--- src/sv/vfwf_pkg.sv ---
// Shared constants and types of the three-axis FIR window filter
package vfwf_pkg;

  localparam int DEF_MAX_TAPS     = 256;
  localparam int DEF_SAMPLE_WIDTH = 16;
  localparam int DEF_COEF_WIDTH   = 16;

  localparam int TAPC_W = 9;   // tap count register
  localparam int TIDX_W = 8;   // coefficient slot field of a load request
  localparam int CMD_W  = 2;
  localparam int AXES   = 3;

  localparam logic [TAPC_W-1:0] TAP_COUNT_RST = 9'd256;

  localparam logic [CMD_W-1:0] CMD_FILTER = 2'd0;
  localparam logic [CMD_W-1:0] CMD_LOAD   = 2'd1;
  localparam logic [CMD_W-1:0] CMD_CLEAR  = 2'd2;

  typedef struct packed {
    logic clear;  // zero the accumulators for a new sample
    logic en;     // ring and coefficient read data valid this cycle
  } vfwf_mac_ctl_t;

endpackage

--- src/sv/vfwf_mac.sv ---
// Three-lane multiply-accumulate unit with floor scaling and saturation
module vfwf_mac
  import vfwf_pkg::*;
#(
  parameter int SAMPLE_WIDTH = DEF_SAMPLE_WIDTH,
  parameter int COEF_WIDTH   = DEF_COEF_WIDTH,
  parameter int MAX_TAPS     = DEF_MAX_TAPS
) (
  input  logic                           clk,
  input  logic                           rst_n,
  input  vfwf_mac_ctl_t                  ctl,
  input  logic [AXES*SAMPLE_WIDTH-1:0]   smp,
  input  logic signed [COEF_WIDTH-1:0]   coef,
  output logic                           busy,
  output logic [AXES*SAMPLE_WIDTH-1:0]   res,
  output logic                           sat
);

  localparam int PROD_W = SAMPLE_WIDTH + COEF_WIDTH;
  localparam int ACC_W  = PROD_W + $clog2(MAX_TAPS);
  localparam int SHIFT  = COEF_WIDTH - 1;

  localparam logic signed [ACC_W-1:0] SAT_HI =
    ACC_W'((64'sd1 <<< (SAMPLE_WIDTH - 1)) - 64'sd1);
  localparam logic signed [ACC_W-1:0] SAT_LO = -SAT_HI - ACC_W'(1);

  logic signed [PROD_W-1:0] prod_r [AXES];
  logic signed [ACC_W-1:0]  acc_r  [AXES];
  logic                     prod_v_r;
  logic [AXES-1:0]          clip;

  always_ff @(posedge clk) begin
    if (!rst_n) begin
      prod_v_r <= 1'b0;
    end else if (ctl.clear) begin
      prod_v_r <= 1'b0;
    end else begin
      prod_v_r <= ctl.en;
    end
  end

  always_ff @(posedge clk) begin
    for (int a = 0; a < AXES; a++) begin
      if (ctl.en) begin
        prod_r[a] <= signed'(smp[a*SAMPLE_WIDTH +: SAMPLE_WIDTH]) * coef;
      end
      if (ctl.clear) begin
        acc_r[a] <= '0;
      end else if (prod_v_r) begin
        acc_r[a] <= acc_r[a] + ACC_W'(prod_r[a]);
      end
    end
  end

  // arithmetic shift gives the floor of the scaled sum
  for (genvar g = 0; g < AXES; g++) begin : g_scale
    logic signed [ACC_W-1:0] scaled;
    always_comb begin
      scaled  = acc_r[g] >>> SHIFT;
      clip[g] = 1'b0;
      if (scaled > SAT_HI) begin
        res[g*SAMPLE_WIDTH +: SAMPLE_WIDTH] = SAT_HI[SAMPLE_WIDTH-1:0];
        clip[g] = 1'b1;
      end else if (scaled < SAT_LO) begin
        res[g*SAMPLE_WIDTH +: SAMPLE_WIDTH] = SAT_LO[SAMPLE_WIDTH-1:0];
        clip[g] = 1'b1;
      end else begin
        res[g*SAMPLE_WIDTH +: SAMPLE_WIDTH] = scaled[SAMPLE_WIDTH-1:0];
      end
    end
  end

  assign sat  = |clip;
  assign busy = prod_v_r;

endmodule

--- config.mk ---
export PLATFORM = sky130hd
export DESIGN_NAME = vfwf_mac
export DESIGN_NICKNAME = d
export VERILOG_FILES = /design/src/sv/vfwf_pkg.sv /design/src/sv/vfwf_mac.sv
export SDC_FILE = /design/constraint.sdc
export NUM_CORES = 2
export LEC_CHECK = 0
export ABC_CLOCK_PERIOD_IN_PS = 21600
export BUFFER_PORTS_ARGS = -buffer_cell sky130_fd_sc_hd__clkbuf_2
export CAP_MARGIN = 15
export CORE_ASPECT_RATIO = 1.2
export CORE_MARGIN = 2
export CORE_UTILIZATION = 35
export CTS_CLUSTER_DIAMETER = 100
export DETAILED_ROUTE_END_ITERATION = 8
export MAX_ROUTING_LAYER = met4
export PLACE_DENSITY_LB_ADDON = 0.1
export SLEW_MARGIN = 20
export SYNTH_ARGS = -nofsm -noshare
export SYNTH_HDL_FRONTEND = slang
export SYNTH_SLANG_ARGS = --single-unit
--- constraint.sdc ---
create_clock -name clk -period 21.6 [get_ports clk]
set_clock_uncertainty 0.2 [all_clocks]
set_input_delay 3.24 -clock clk [delete_from_list [all_inputs] [get_ports clk]]
set_output_delay 3.24 -clock clk [all_outputs]
set_load 0.01 [all_outputs]
==> results.sh <==
export IMPL_synth_top_area_share_pct=36.94
export IMPL_viasPerCell=4.867
export IMPL_path_clk_slew_ns=0.06
export IMPL_seq_area_frac_synth_pct=15.21
export IMPL_tritoncts="done"
export IMPL_synth_compound_area_share_pct=9.184
export IMPL_routedWlPerCell_um=17.65
export IMPL_cts_inserted_buffers=30
export IMPL_whs_path_depth=2
export IMPL_numPortBuffers=117
export IMPL_yosys_area_share_xor_xnor_pct=4.055
export IMPL_synth_warnings=0
export IMPL_ys_flop_type="edfxtp_1"
export IMPL_setup_violations=0
export IMPL_drtIter0Drc=1361
export IMPL_rsz0062_at_grt="no"
export IMPL_synth_top_family_by_area="adder cells"
export IMPL_relSlewSlack_pct=35.89
export IMPL_synthMuxAreaShare_pct=0.1200
export IMPL_syn2layout_area_growth_pct=7.552
export IMPL_fmax_mhz=98.44
export IMPL_timing_rr_end="acc_r[0][36]$_SDFFCE_PN0P_"
export IMPL_place_congestion=0.8059
export IMPL_start_kind="primary input"
export IMPL_period_share_pct=47.03
export IMPL_syn_nets=5680
export IMPL_r2r_slack_ns=17.58
export IMPL_finalHoldViolCount=0
export IMPL_grt_usage_pct=18.62
export IMPL_htreeDepth=1
export IMPL_avgSynthCellArea_um2=9.588
export IMPL_max_cap_viol_count=0
export IMPL_arrival_ns=10.31
export IMPL_critical_path_peak_fanout=31
export IMPL_ff2ff_path_depth=13
export IMPL_pin_count=118
export IMPL_yosysMostFrequentCell="inv_1"
export IMPL_grt_max_degree=64
export IMPL_cts_sink_count=217
export IMPL_dp_hpwl_mm=84.68
export IMPL_synth_area_top_cells="fa_1 37%, edfxtp_1 15%, ha_1 11%, inv_1 7.7%, and2_1 5.7%"
export IMPL_status="finished, final reports clean"
export IMPL_rows=140
export IMPL_clk_latency_ns=0.61
export IMPL_synth_cell_types=87
export IMPL_cp_end_kind="flip-flop"
export IMPL_final_max_slew_violation_count=0
export IMPL_stdcell_count=6130
export IMPL_ys_top_cells_by_count="874 x inv_1, 789 x fa_1, 445 x nand2_1"
export IMPL_wirelength_mm=108.2
export IMPL_yosys_area_share_simple_pct=14.78
export IMPL_gr_total_overflow=0
export IMPL_layout_drive_gt1_share_pct=5.182
export IMPL_dp_cells=6074
export IMPL_worst_slew_pin_slew_ns=0.9587
export IMPL_start_util_pct=35.23
export IMPL_grt_pass1_vias=32112
export IMPL_cts_root_buffer="clkbuf_16"
export IMPL_yosys_area_share_adder_pct=47.56
export IMPL_min_path_type="flip-flop to flip-flop"
export IMPL_hold_path_end="acc_r[2][0]$_SDFFCE_PN0P_"
export IMPL_num_vias=29835
export IMPL_clock_path_buffers=3
export IMPL_yosysTopAreaCell="fa_1"
export IMPL_reg2reg_from="prod_r[0][0]$_DFFE_PP_"
export IMPL_async_flop_share_pct=0
export IMPL_cts_repair_resize_count=0
export IMPL_drc=0
export IMPL_coreArea_mm2=0.1214
export IMPL_die_area_mm2=0.1250
export IMPL_holdCritStartpoint="acc_r[2][0]$_SDFFCE_PN0P_"
export IMPL_period_needed_ns=10.16
export IMPL_grt_pass1_wl_mm=179.0
export IMPL_ant_nets=0
export IMPL_die_h_um=386.9
export IMPL_worstPathRequired_ns=21.75
export IMPL_netlist_area_mm2=0.04276
export IMPL_crit_type="primary input to flip-flop"
export IMPL_setup_tns_ns=0
export IMPL_die_w_um=323.1
export IMPL_synth_edf_count=216
export IMPL_antenna_found_initial=5
export IMPL_ctsHoldBuffers=0
export IMPL_nets=5694
export IMPL_drt_pass1_iter_count=5
export IMPL_post_cts_buffers=0
export IMPL_ys_ff_latch=217
export IMPL_synth_cells=4460
export IMPL_utilization_pct=37.89
[final cells by class]
cell class	count	area (um^2)
fill	12429	75400
multi-input combinational	3208	32440
sequential	217	6506
inverter	875	3284
tap	1633	2043
timing repair buffer	142	788.3
clock buffer	35	769.5
clock inverter	19	162.7
antenna	1	2.502
[per-stage QoR]
stage	worst slack [ns]	hold WS, ns	cell area [um^2]
after floorplan	12.15	0.4094	42760
after global placement	10.84	0.4255	45020
after detailed placement	10.81	0.4284	45020
after CTS	11.45	0.4488	45950
after global routing	11.13	0.4757	45990
final	11.44	0.4415	45990
[routing by layer]
layer  wire (um)  track usage [%]  vias up  part of all wire (%)
li1            -                -    14033                     -
met1       52180            26.29    15350                    48
met2       51360            30.03      379                    47
met3        3157            1.155       73                   2.9
met4        1510            2.884        0                   1.4
met5           0                -        -                     0
[worst max-delay path by stage]
stage | from | endpoint | slack [ns] | cells after the start
after global routing | coef[15] | prod_r[0][63]$_DFFE_PP_ | 11.13 | 22
after floorplan | coef[7] | prod_r[0][62]$_DFFE_PP_ | 12.15 | 25
final | coef[15] | prod_r[0][63]$_DFFE_PP_ | 11.44 | 22
after detailed placement | coef[15] | prod_r[0][63]$_DFFE_PP_ | 10.81 | 22
after CTS | coef[15] | prod_r[0][63]$_DFFE_PP_ | 11.45 | 22
after global placement | coef[15] | prod_r[0][63]$_DFFE_PP_ | 10.84 | 22
[flip-flops by register name, indices dropped and copies added (netlist names)]
signal / cells
busy: 1
acc_r: 120
prod_r: 96
[kinds of logic (layout without fill, tap and decap cells)]
family,count (synthesis),in the layout
adder cells (fa/ha/maj),1152,1152
buffers and inverters,1035,1071
AND/OR/NAND/NOR,1278,1278
flip-flops,217,217
other,0,1
AO/OA/AOI/OAI,575,575
multiplexers,5,5
XOR/XNOR,198,198
[critical path: stages]
cell	delay, ns
clkbuf_2	0.35
inv_2	0.33
buf_4	0.52
nor2_1	0.11
fa_1	0.52
fa_1	0.43
fa_1	0.52
fa_1	0.45
fa_1	0.51
inv_1	0.05
fa_1	0.48
inv_1	0.04
ha_1	0.38
and2_1	0.19
a221o_1	0.21
o21ai_1	0.09
a21oi_1	0.42
a211oi_1	0.16
or3_1	0.47
o21ai_1	0.28
nor4_1	0.09
a311oi_1	0.44
[cells in the final DEF, fill, tap and decap left out, drive strengths merged, types with 6 or more instances in the layout]
master,count
nor2b,18
nor3,50
edfxtp,216
xnor2,137
nor2,203
buf,26
nor4,11
a2111oi,8
o21ai,100
o41ai,6
nand3,38
inv,877
o31ai,11
ha,363
a31o,9
clkbuf,151
and2,388
o211ai,6
o21a,28
a211oi,27
nand2,445
nand2b,40
fa,789
o21bai,29
a41oi,6
a21o,123
or3,16
or2,12
nand4,16
a31oi,25
a21oi,151
clkinv,12
xor2,61
and3,22
Power is not shown: default switching activity piles up to over one toggle a cycle in this logic, so the estimate is an artifact.
